`src/rtl/pdc_pkg.sv`:
```
// Shared types, codes and reset constants of the dual-wheel PID duty controller.
`default_nettype none

package pdc_pkg;

  localparam int DUTY_W      = 16;
  localparam int ERR_W       = 16;
  localparam int COUNT_W     = 16;
  localparam int TARGET_W    = 8;
  localparam int GAIN_W      = 16;
  localparam int CFG_DATA_W  = 16;
  localparam int CFG_INDEX_W = 3;
  localparam int ACC_WIDTH_DEF = 16;

  typedef logic [1:0]             func_t;
  typedef logic [CFG_INDEX_W-1:0] cfg_index_t;
  typedef logic [CFG_DATA_W-1:0]  cfg_data_t;

  // Item function codes.
  localparam func_t FUNC_PULSE = 2'd0;
  localparam func_t FUNC_TICK  = 2'd1;
  localparam func_t FUNC_CLEAR = 2'd2;

  // Configuration register indexes.
  localparam cfg_index_t CFG_TARGET_COUNT = 3'd0;
  localparam cfg_index_t CFG_GAIN_P       = 3'd1;
  localparam cfg_index_t CFG_GAIN_I       = 3'd2;
  localparam cfg_index_t CFG_GAIN_D       = 3'd3;
  localparam cfg_index_t CFG_DUTY_LIMIT   = 3'd4;
  localparam cfg_index_t CFG_START_DUTY   = 3'd5;

  // Reset values.
  localparam logic [TARGET_W-1:0] RST_TARGET_COUNT = 8'd20;
  localparam logic [GAIN_W-1:0]   RST_GAIN_P       = 16'd768;
  localparam logic [GAIN_W-1:0]   RST_GAIN_I       = 16'd128;
  localparam logic [GAIN_W-1:0]   RST_GAIN_D       = 16'd179;
  localparam logic [DUTY_W-1:0]   RST_DUTY_LIMIT   = 16'd10000;
  localparam logic [DUTY_W-1:0]   RST_START_DUTY   = 16'd9000;

endpackage

`default_nettype wire

```
`src/rtl/pdc_if.sv`:
```
// Item channel interfaces: encoder/tick/clear items in, duty and error results out.
`default_nettype none

interface pdc_in_if;
  import pdc_pkg::*;

  logic  valid;
  logic  ready;
  func_t func;
  logic  left_pulse;
  logic  right_pulse;

  modport source (output valid, output func, output left_pulse, output right_pulse,
                  input ready);
  modport sink   (input valid, input func, input left_pulse, input right_pulse,
                  output ready);
endinterface

interface pdc_out_if;
  import pdc_pkg::*;

  logic                     valid;
  logic                     ready;
  logic [DUTY_W-1:0]        left_duty;
  logic [DUTY_W-1:0]        right_duty;
  logic signed [ERR_W-1:0]  left_error;
  logic signed [ERR_W-1:0]  right_error;

  modport source (output valid, output left_duty, output right_duty, output left_error,
                  output right_error, input ready);
  modport sink   (input valid, input left_duty, input right_duty, input left_error,
                  input right_error, output ready);
endinterface

`default_nettype wire

```
`src/rtl/dual_wheel_pid_duty_control_unit.sv`:
```
// Top level: two-wheel pulse counters and PID duty update, one item per cycle.
// An accepted item waits in the input register; its result is registered in the result
// register, and a stalled result side holds both registers.
// Throughput: one item per cycle; the input register advances whenever the result
// register is empty or being taken, and all wheel state updates in that same cycle.
// Reset (synchronous, rst_n low): config returns to its defaults, counts, errors and
// sums clear, both duties load 9000, and both item registers empty.
`default_nettype none

module dual_wheel_pid_duty_control_unit #(
  parameter int ACC_WIDTH = pdc_pkg::ACC_WIDTH_DEF
) (
  input  wire                   clk,
  input  wire                   rst_n,
  pdc_in_if.sink                in_item,
  pdc_out_if.source             out_item,
  input  wire                   cfg_we,
  input  pdc_pkg::cfg_index_t   cfg_index,
  input  pdc_pkg::cfg_data_t    cfg_data
);
  import pdc_pkg::*;

  localparam int NW = 2;  // wheel 0 is left, wheel 1 is right

  // Product widths: gain_p*e is 17x16, gain_d*d is 17x17, gain_i*sum is 17xACC.
  localparam int PP_W = GAIN_W + 1 + ERR_W;
  localparam int PD_W = GAIN_W + 1 + ERR_W + 1;
  localparam int PI_W = GAIN_W + 1 + ACC_WIDTH;
  localparam int MX_W = (PI_W > PD_W) ? PI_W : PD_W;
  localparam int TW   = MX_W + 3;
  // Width of the sum update before saturation.
  localparam int SW   = ((ACC_WIDTH > ERR_W) ? ACC_WIDTH : ERR_W) + 1;

  // ---------------------------------------------------------------------------
  // Configuration registers
  // ---------------------------------------------------------------------------
  logic [TARGET_W-1:0] target_r;
  logic [GAIN_W-1:0]   gain_p_r, gain_i_r, gain_d_r;
  logic [DUTY_W-1:0]   duty_limit_r, start_duty_r;

  always_ff @(posedge clk) begin
    if (!rst_n) begin
      target_r     <= RST_TARGET_COUNT;
      gain_p_r     <= RST_GAIN_P;
      gain_i_r     <= RST_GAIN_I;
      gain_d_r     <= RST_GAIN_D;
      duty_limit_r <= RST_DUTY_LIMIT;
      start_duty_r <= RST_START_DUTY;
    end else if (cfg_we) begin
      case (cfg_index)
        CFG_TARGET_COUNT: target_r     <= cfg_data[TARGET_W-1:0];
        CFG_GAIN_P:       gain_p_r     <= cfg_data;
        CFG_GAIN_I:       gain_i_r     <= cfg_data;
        CFG_GAIN_D:       gain_d_r     <= cfg_data;
        CFG_DUTY_LIMIT:   duty_limit_r <= cfg_data;
        CFG_START_DUTY:   start_duty_r <= cfg_data;
        default: ;  // writes past the register list are dropped
      endcase
    end
  end

  // ---------------------------------------------------------------------------
  // Handshake: input register feeds the result register through the update logic
  // ---------------------------------------------------------------------------
  logic          s1_valid_r;
  func_t         s1_func_r;
  logic [NW-1:0] s1_pulse_r;
  logic          out_valid_r;
  logic          adv;
  logic          in_acc;

  // Advance the held item when the result register is free or is being taken.
  assign adv          = s1_valid_r && (!out_valid_r || out_item.ready);
  assign in_item.ready = !s1_valid_r || adv;
  assign in_acc       = in_item.valid && in_item.ready;

  always_ff @(posedge clk) begin
    if (!rst_n) begin
      s1_valid_r  <= 1'b0;
      out_valid_r <= 1'b0;
    end else begin
      if (in_acc) begin
        s1_valid_r <= 1'b1;
      end else if (adv) begin
        s1_valid_r <= 1'b0;
      end
      if (adv) begin
        out_valid_r <= 1'b1;
      end else if (out_item.ready) begin
        out_valid_r <= 1'b0;
      end
    end
  end

  // Payload of the held item; no reset needed.
  always_ff @(posedge clk) begin
    if (in_acc) begin
      s1_func_r  <= in_item.func;
      s1_pulse_r <= {in_item.right_pulse, in_item.left_pulse};
    end
  end

  // ---------------------------------------------------------------------------
  // Wheel state and PID update
  // ---------------------------------------------------------------------------
  logic [COUNT_W-1:0]          count_r [NW];
  logic signed [ERR_W-1:0]     prev_r  [NW];
  logic signed [ACC_WIDTH-1:0] sum_r   [NW];
  logic [DUTY_W-1:0]           duty_r  [NW];

  logic [COUNT_W-1:0]          count_nxt [NW];
  logic signed [ERR_W-1:0]     prev_nxt  [NW];
  logic signed [ACC_WIDTH-1:0] sum_nxt   [NW];
  logic [DUTY_W-1:0]           duty_nxt  [NW];

  logic signed [ERR_W:0]       e_raw   [NW];
  logic signed [ERR_W-1:0]     e       [NW];
  logic signed [ERR_W:0]       d       [NW];
  logic signed [PP_W-1:0]      pp      [NW];
  logic signed [PD_W-1:0]      pd      [NW];
  logic signed [PI_W-1:0]      pi      [NW];
  logic signed [TW-1:0]        t       [NW];
  logic [TW-9:0]               q       [NW];
  logic [DUTY_W-1:0]           tick_duty [NW];
  logic signed [SW-1:0]        s_ext   [NW];
  logic signed [ACC_WIDTH-1:0] s_sat   [NW];

  always_comb begin
    for (int w = 0; w < NW; w++) begin
      // Error, saturated at the low end; the high end cannot exceed 255.
      e_raw[w] = $signed({{(ERR_W+1-TARGET_W){1'b0}}, target_r})
               - $signed({1'b0, count_r[w]});
      if (e_raw[w][ERR_W] && !e_raw[w][ERR_W-1]) begin
        e[w] = {1'b1, {(ERR_W-1){1'b0}}};
      end else begin
        e[w] = e_raw[w][ERR_W-1:0];
      end
      d[w] = $signed({e[w][ERR_W-1], e[w]}) - $signed({prev_r[w][ERR_W-1], prev_r[w]});

      // Three parallel products in units of 1/256.
      pp[w] = $signed({1'b0, gain_p_r}) * e[w];
      pd[w] = $signed({1'b0, gain_d_r}) * d[w];
      pi[w] = $signed({1'b0, gain_i_r}) * sum_r[w];

      t[w] = TW'(pp[w]) + TW'(pd[w]) + TW'(pi[w])
           + TW'($signed({1'b0, duty_r[w], 8'd0}));
      q[w] = t[w][TW-1:8];

      // Negative drops to zero; otherwise floor and clamp to the limit.
      if (t[w][TW-1]) begin
        tick_duty[w] = '0;
      end else if (q[w] > (TW-8)'(duty_limit_r)) begin
        tick_duty[w] = duty_limit_r;
      end else begin
        tick_duty[w] = q[w][DUTY_W-1:0];
      end

      // Sum update, saturated to the signed ACC_WIDTH range.
      s_ext[w] = SW'(sum_r[w]) + SW'(e[w]);
      if (s_ext[w][SW-1:ACC_WIDTH-1] == '0 || s_ext[w][SW-1:ACC_WIDTH-1] == '1) begin
        s_sat[w] = s_ext[w][ACC_WIDTH-1:0];
      end else if (s_ext[w][SW-1]) begin
        s_sat[w] = {1'b1, {(ACC_WIDTH-1){1'b0}}};
      end else begin
        s_sat[w] = {1'b0, {(ACC_WIDTH-1){1'b1}}};
      end

      // Hold by default.
      count_nxt[w] = count_r[w];
      prev_nxt[w]  = prev_r[w];
      sum_nxt[w]   = sum_r[w];
      duty_nxt[w]  = duty_r[w];
      case (s1_func_r)
        FUNC_PULSE: begin
          if (s1_pulse_r[w] && count_r[w] != '1) begin
            count_nxt[w] = count_r[w] + COUNT_W'(1);
          end
        end
        FUNC_TICK: begin
          count_nxt[w] = '0;
          prev_nxt[w]  = e[w];
          sum_nxt[w]   = s_sat[w];
          duty_nxt[w]  = tick_duty[w];
        end
        FUNC_CLEAR: begin
          count_nxt[w] = '0;
          prev_nxt[w]  = '0;
          sum_nxt[w]   = '0;
          duty_nxt[w]  = start_duty_r;  // loaded unclamped
        end
        default: ;  // unused code reports the current state
      endcase
    end
  end

  always_ff @(posedge clk) begin
    if (!rst_n) begin
      for (int w = 0; w < NW; w++) begin
        count_r[w] <= '0;
        prev_r[w]  <= '0;
        sum_r[w]   <= '0;
        duty_r[w]  <= RST_START_DUTY;
      end
    end else if (adv) begin
      for (int w = 0; w < NW; w++) begin
        count_r[w] <= count_nxt[w];
        prev_r[w]  <= prev_nxt[w];
        sum_r[w]   <= sum_nxt[w];
        duty_r[w]  <= duty_nxt[w];
      end
    end
  end

  // ---------------------------------------------------------------------------
  // Result register: state after the update of the advancing item
  // ---------------------------------------------------------------------------
  logic [DUTY_W-1:0]       out_duty_r [NW];
  logic signed [ERR_W-1:0] out_err_r  [NW];

  always_ff @(posedge clk) begin
    if (adv) begin
      for (int w = 0; w < NW; w++) begin
        out_duty_r[w] <= duty_nxt[w];
        out_err_r[w]  <= prev_nxt[w];
      end
    end
  end

  assign out_item.valid       = out_valid_r;
  assign out_item.left_duty   = out_duty_r[0];
  assign out_item.right_duty  = out_duty_r[1];
  assign out_item.left_error  = out_err_r[0];
  assign out_item.right_error = out_err_r[1];

  // ---------------------------------------------------------------------------
  // Assertions
  // ---------------------------------------------------------------------------
  a_tick_clears_counts: assert property (@(posedge clk) disable iff (!rst_n)
    (adv && s1_func_r == FUNC_TICK) |=> (count_r[0] == '0 && count_r[1] == '0))
    else $error("pulse counts not cleared by a tick");

  a_tick_duty_clamped: assert property (@(posedge clk) disable iff (!rst_n)
    (adv && s1_func_r == FUNC_TICK) |=>
      (out_item.left_duty <= $past(duty_limit_r) && out_item.right_duty <= $past(duty_limit_r)))
    else $error("tick result duty above limit");

  a_clear_loads_start: assert property (@(posedge clk) disable iff (!rst_n)
    (adv && s1_func_r == FUNC_CLEAR) |=>
      (out_item.left_duty == $past(start_duty_r) && out_item.right_duty == $past(start_duty_r)
       && out_item.left_error == '0 && out_item.right_error == '0))
    else $error("clear did not load start duty");

  a_empty_takes_item: assert property (@(posedge clk) disable iff (!rst_n)
    !s1_valid_r |-> in_item.ready)
    else $error("input stalled with empty input register");

endmodule

`default_nettype wire

```
`src/flat_wrapper.sv`:
```
// flat-port wrapper written by rule: the top's interface ports become plain ports
module dual_wheel_pid_duty_control_unit_flat import pdc_pkg::*;
#(
  parameter int ACC_WIDTH = pdc_pkg::ACC_WIDTH_DEF
)
  (clk, rst_n, cfg_we, cfg_index, cfg_data, in_item_valid, in_item_func, in_item_left_pulse, in_item_right_pulse, in_item_ready, out_item_valid, out_item_left_duty, out_item_right_duty, out_item_left_error, out_item_right_error, out_item_ready);
  pdc_in_if in_item_i ();
  pdc_out_if out_item_i ();
  input  wire clk;
  input  wire rst_n;
  input  wire cfg_we;
  input  pdc_pkg::cfg_index_t cfg_index;
  input  pdc_pkg::cfg_data_t cfg_data;
  input wire logic [$bits(in_item_i.valid)-1:0] in_item_valid;
  input wire logic [$bits(in_item_i.func)-1:0] in_item_func;
  input wire logic [$bits(in_item_i.left_pulse)-1:0] in_item_left_pulse;
  input wire logic [$bits(in_item_i.right_pulse)-1:0] in_item_right_pulse;
  output wire logic [$bits(in_item_i.ready)-1:0] in_item_ready;
  output wire logic [$bits(out_item_i.valid)-1:0] out_item_valid;
  output wire logic [$bits(out_item_i.left_duty)-1:0] out_item_left_duty;
  output wire logic [$bits(out_item_i.right_duty)-1:0] out_item_right_duty;
  output wire logic [$bits(out_item_i.left_error)-1:0] out_item_left_error;
  output wire logic [$bits(out_item_i.right_error)-1:0] out_item_right_error;
  input wire logic [$bits(out_item_i.ready)-1:0] out_item_ready;
  assign in_item_i.valid = in_item_valid;
  assign in_item_i.func = in_item_func;
  assign in_item_i.left_pulse = in_item_left_pulse;
  assign in_item_i.right_pulse = in_item_right_pulse;
  assign in_item_ready = in_item_i.ready;
  assign out_item_valid = out_item_i.valid;
  assign out_item_left_duty = out_item_i.left_duty;
  assign out_item_right_duty = out_item_i.right_duty;
  assign out_item_left_error = out_item_i.left_error;
  assign out_item_right_error = out_item_i.right_error;
  assign out_item_i.ready = out_item_ready;
  dual_wheel_pid_duty_control_unit #(.ACC_WIDTH(ACC_WIDTH)) u_core (.clk(clk), .rst_n(rst_n), .in_item(in_item_i), .out_item(out_item_i), .cfg_we(cfg_we), .cfg_index(cfg_index), .cfg_data(cfg_data));
endmodule
```
`config.mk`:
```
export PLATFORM = sky130hd
export DESIGN_NAME = dual_wheel_pid_duty_control_unit_flat
export DESIGN_NICKNAME = d
export VERILOG_FILES = /design/src/rtl/pdc_pkg.sv /design/src/rtl/pdc_if.sv /design/src/rtl/dual_wheel_pid_duty_control_unit.sv /design/src/flat_wrapper.sv
export SDC_FILE = /design/constraint.sdc
export NUM_CORES = 2
export LEC_CHECK = 0
export ABC_AREA = 1
export BUFFER_PORTS_ARGS = -buffer_cell sky130_fd_sc_hd__buf_2
export CORE_MARGIN = 10
export CORE_UTILIZATION = 40
export CTS_BUF_LIST = sky130_fd_sc_hd__clkbuf_8
export DETAILED_ROUTE_END_ITERATION = 12
export HOLD_SLACK_MARGIN = 0.06
export PLACE_DENSITY = 0.63
export SLEW_MARGIN = 20
export SYNTH_ARGS = -nofsm -noshare
export SYNTH_HDL_FRONTEND = slang
export SYNTH_SLANG_ARGS = --single-unit
```
`constraint.sdc`:
```
create_clock -name clk -period 16.44 [get_ports clk]
set_input_delay 0.822 -clock clk [delete_from_list [all_inputs] [get_ports clk]]
set_output_delay 0.822 -clock clk [all_outputs]
set_load 0.01 [all_outputs]
```
After elaboration in Yosys (flattened, before gate mapping):

Memories as Yosys holds them, arrays and structs flattened.
Cells that the tools add are included.

* add/subtract/negate cells: 14
* multipliers: 6
* order comparisons: 2
* equal/unequal tests: 11
* muxes and demuxes: 37
* bitwise gates (word level): 8
* reduce and logical (&&, ||, !) cells: 27

Operators by type and width (number)
* 2-to-1 mux 16 bit: 20
* case mux 16 bit (2 select lines): 8
* multiplier 17 x 16 -> 33 bit: 4
* adder 37 x 25 -> 37 bit: 2
* adder 35 x 33 -> 36 bit: 2
* adder 33 x 34 -> 35 bit: 2
* multiplier 17 x 17 -> 34 bit: 2
* > comparator 29 x 16 -> 1 bit: 2
* adder 16 x 16 -> 17 bit: 2
* subtractor 16 x 16 -> 17 bit: 2
* subtractor 8 x 16 -> 17 bit: 2
* adder 16 x 1 -> 16 bit (second input constant): 2
* inequality test 16 bit (second input constant): 2
* AND reduction 2 bit: 6
* 2-to-1 mux 1 bit: 9
* OR 1 bit: 8
* == test 2 bit (second input constant): 3
* == test 3 x 2 -> 1 bit (second input constant): 2
* == test 3 bit (second input constant): 2
* logical AND 1 bit: 6
* zero test 2 bit: 3
* zero test 1 bit: 4
* logical OR 1 bit: 4
* nonzero test 2 bit: 2
* other kinds (4): 4

* register bits after elaboration: 94
* memory bits (writable): 192
* bits of input ports: 28
* output and inout bits: 66
* word-level logic and storage cells: 121
* memories kept: 6

Memory list
* u_core.count_r: words 2, width 16, rd ports 2, clocked after Yosys merged registers in 0, wr ports 2, RTL line dual_wheel_pid_duty_control_unit.sv:106 `logic [COUNT_W-1:0] count_r [NW];`
* u_core.duty_r: words 2, width 16, rd ports 2, clocked after Yosys merged registers in 0, wr ports 2, RTL line dual_wheel_pid_duty_control_unit.sv:109 `logic [DUTY_W-1:0] duty_r [NW];`
* u_core.out_duty_r: words 2, width 16, rd ports 2, clocked after Yosys merged registers in 0, wr ports 2, RTL line dual_wheel_pid_duty_control_unit.sv:217 `logic [DUTY_W-1:0] out_duty_r [NW];`
* u_core.out_err_r: words 2, width 16, rd ports 2, clocked after Yosys merged registers in 0, wr ports 2, RTL line dual_wheel_pid_duty_control_unit.sv:218 `logic signed [ERR_W-1:0] out_err_r [NW];`
* u_core.prev_r: words 2, width 16, rd ports 2, clocked after Yosys merged registers in 0, wr ports 2, RTL line dual_wheel_pid_duty_control_unit.sv:107 `logic signed [ERR_W-1:0] prev_r [NW];`
* u_core.sum_r: words 2, width 16, rd ports 2, clocked after Yosys merged registers in 0, wr ports 2, RTL line dual_wheel_pid_duty_control_unit.sv:108 `logic signed [ACC_WIDTH-1:0] sum_r [NW];`

Depth between registers and ports, before layout:

* depth after elaboration: 14
* depth in mapped cells: 88
* mapped depth without buffers: 85

Worst setup path after synthesis:

Ideal clock, no wire load.

* path kind: flip-flop to flip-flop
* start point: memory u_core.count_r[0][0]
* end point: memory u_core.duty_r[0][13] (data pin)
* setup time: 0.264 ns
* data arrival time: 13.490 ns
* data required time: 16.176 ns
* slack: 2.686 ns
* cell stages (with the launch flop): 76
* buffers on the path: 3
* period minus slack after synthesis: 13.754 ns
* cells stage by stage: edfxtp_1 > ha_1 > inv_1 > fa_1 > inv_1 > o21ai_2 > nand3_1 > nand2_2 > nand2_2 > nand3_4 > buf_1 > nand2_1 > inv_1 > buf_1 > fa_1 > nand2_1 > nand2_1 > o21ai_0 > (+40 left out) > inv_1 > ha_1 > and3_1 > nand4_1 > or2_2 > o41ai_1 > nand3_1 > inv_1 > nand4_1 > nor2_1 > nand3_1 > nor2_4 > buf_4 > nand3b_1 > nand3_1 > nand2_1 > nand2_1 > nand2_1

RTL lines (RTL line)
* from (decl): dual_wheel_pid_duty_control_unit.sv:106
* to (decl): dual_wheel_pid_duty_control_unit.sv:109

==> flow_summary.toml <==
[outcome]
run_status = "completed"

[floorplan]
die_h_um = 447
dieArea_um2 = 199000
ios = 94
fp.dieW_um = 447
std_cell_rows = 156
initial_core_util_pct = 40.3
coreArea_um2 = 181000

[timing]
setup_violations = 0
finalHoldViolations = 0
maxSlewHeadroom_pct = 25.4
rsz0062_at_grt = "no"
fmax_mhz = 64.7
min_period_over_period_pct = 94.1
fin_hold_ws_ns = 0.277
worst_slew_pin_slew_ns = 1.11
drv_slew = 0
skew_ns = 0.0463
layout_setup_ws_ns = 0.975
fin_crit_ns = 15.46
finalSetupTns_ns = 0

[critical_path]
arrival_ns = 15.91
end_kind = "flip-flop"
slowest_delay_ns = 0.62
path_max_fanout = 18
cpMaxStageDelayCell = "fa_1"
path_depth = 74
worstSetupPathType = "flip-flop to flip-flop"
critPathBufInv = 12
path_common_cell = "nand2_1"
worst_setup_path_start_kind = "flip-flop"
r2r_cells = 74
cpLargestDelayFamily = "adder cells"
cp.required_ns = 16.89

[synth]
yosys.area.top_type_share_pct = 40.1
ys.flop_type = "edfxtp_1"
syn-num-nets = 11100
synth_area_um2 = 72800
synth_area_leaders = "fa_1, ha_1, inv_1, nand2_1, edfxtp_1"
async_flop_share_pct = 0
synth_top_family_by_area = "adder cells"
synthMuxAreaShare_pct = 0
synth_edf_count = 196
ys_types = 59
yosys_warnings = 0
synth_compound_gate_area_share_pct = 4.61
yosysTopAreaCell = "fa_1"
yosysSeqAreaShare_pct = 10.6
synthSimpleGateAreaFrac_pct = 16.4
synth-xor-area-share_pct = 1.70
postSynthAreaPerCell_um2 = 8.22
netlist_instances = 8855
synthAdderAreaFrac_pct = 52.7
ys_seq_elements = 286

[routing]
drc = 0
ant_nets = 0
drtIter0Drc = 5592
drt-wirelength-per-cell_um = 22.9
drt_wl_total_um = 257000
via_count = 58700
dr.pass1.iters = 6
vias_per_cell = 5.22

[cts]
clkLatencyLatePin_ns = 0.73
clock_sinks = 286
clkTransAtPathRegs_ns = 0.06
cts_buffer_depth = 3
cts_tree = "built"
h-tree-depth = 2
hold_buffers = 0
clockRootBuffer = "clkbuf_8"
cts_buffers = 51

[placed_design]
dp_cells = 11100
dp_slack_ns = 0.666
numPortBuffers = 93
dp_hpwl_um = 219000
place_congestion = 0.989

[global_routing]
overflow = 0
antenna_found_initial = 6
track_usage_pct = 25.9
grt_max_degree = 90
grt_pass1_vias = 61200
grt_pass1_wl_um = 388000

[hold_path]
min_path_cells = 1
worstHoldPathType = "input port to flip-flop"

[cells_and_area]
area_delta_synth_final_pct = 6.29
nets = 11100
instances_no_fill = 11200
drive_gt1_share_pct = 5.75

[run]
drv_cap = 0
[flip-flops by register name, indices dropped and copies added, names as in the netlist]
register               count
u_core.count_r            32
u_core.duty_limit_r       16
u_core.duty_r             32
u_core.gain_d_r           16
u_core.gain_i_r           16
u_core.gain_p_r           16
u_core.out_duty_r         32
u_core.out_err_r          32
u_core.out_item.valid      1
u_core.prev_r             32
u_core.s1_func_r           2
u_core.s1_pulse_r          2
u_core.s1_valid_r          1
u_core.start_duty_r       16
u_core.sum_r              32
u_core.target_r            8
[cell usage after synthesis (3+ instances only)]
library cell	instances
nand3b_1	7
xnor2_1	47
a21boi_0	4
o21ai_0	177
nor2_2	13
nand2_2	42
nor3_1	32
inv_2	15
o221a_2	3
nor4_1	11
a21boi_1	4
nand2_1	1689
and3_1	5
a21oi_1	286
clkinv_1	32
nand3_1	160
edfxtp_1	196
xor2_1	92
o31ai_1	6
ha_1	730
clkbuf_1	298
dfxtp_1	90
a21o_1	7
nand4_1	49
nor2_4	7
o21a_1	11
nand3_2	13
o22ai_1	30
nand3_4	3
nand2_4	6
buf_2	8
nor3b_1	4
a31oi_1	37
o211ai_1	14
o21bai_1	13
or2_2	57
nor2_1	799
fa_1	1458
inv_1	2352
o21ai_1	9
buf_1	16
[layer usage]
layer,track usage [%],wire [µm],up-vias
li1,-,-,25900
met1,35.5,107000,29300
met2,39.6,111000,2872
met3,5.40,26000,544
met4,11.1,13400,8
met5,0,60,-
[final cells by class]
cell class                      instances  area, µm²
Tap cell                             2370       2970
Sequential cell                       286       7690
Clock buffer                           59        812
Fill cell                           18100     103000
Antenna cell                            3       7.51
Clock inverter                         36        299
Inverter                             2399       9010
Timing Repair Buffer                  251       1680
Multi-Input combinational cell       5845      54900
[worst paths after layout]
| check | start | end | slack [ns] |
|---|---|---|---|
| setup / recovery | u_core.count_r[0][16] | u_core.duty_r[0][22] | 0.98 |
| hold / removal | in_item_func[1] | u_core.s1_func_r[1] | 0.28 |
| setup reg to reg | u_core.count_r[0][16] | u_core.duty_r[0][22] | 0.98 |
| hold reg to reg | u_core.start_duty_r[8] | u_core.start_duty_r[8] | 0.47 |
[logic make-up (layout without fill, tap and decap cells)]
kind of cell	after synthesis	count (layout)
AOI/OAI and AO/OA	611	611
xor gates and xnor gates	140	140
adders and majority gates	2188	2188
buffers and inverters	2724	2745
DFF	286	286
other	0	3
and+or+nand+nor	2906	2906
[worst register-to-register path, delay by kind of cell (launching register included)]
family / cells / cell delay, ns
AO/OA/AOI/OAI: 13 / 2.45
XOR/XNOR: 2 / 0.45
adder cells (fa/ha/maj): 15 / 6.77
buffers and inverters: 12 / 1.32
flip-flops: 1 / 0.43
AND/OR/NAND/NOR: 32 / 3.77
[stage by stage]
step / area, µm² / utilization, %
global route: 77300 / 42.8
CTS: 77200 / 42.7
floorplan: 72800 / -
finish: 77300 / 42.8
detailed placement: 76100 / 42.1
global placement: 76100 / 42.1
[cells in the final DEF, fill, tap and decap left out, types with 90 or more instances in the layout]
cell type  instances
nand3_1          160
inv_1           2360
buf_2             93
o21ai_0          176
dfxtp_1           90
edfxtp_1         196
fa_1            1458
nand2_1         1688
ha_1             729
a21oi_1          285
nor2_1           798
buf_4            156
xor2_1            90
[what timing repair did]
action / CTS / global route
gates resized for setup: 0 / 10
buffers inserted: 0 / 8
endpoints found under the setup margin: 0 / 64
Power is left out: the tool's default activity adds up to more than one toggle a clock period on the data nets, which glitch-free logic cannot reach.
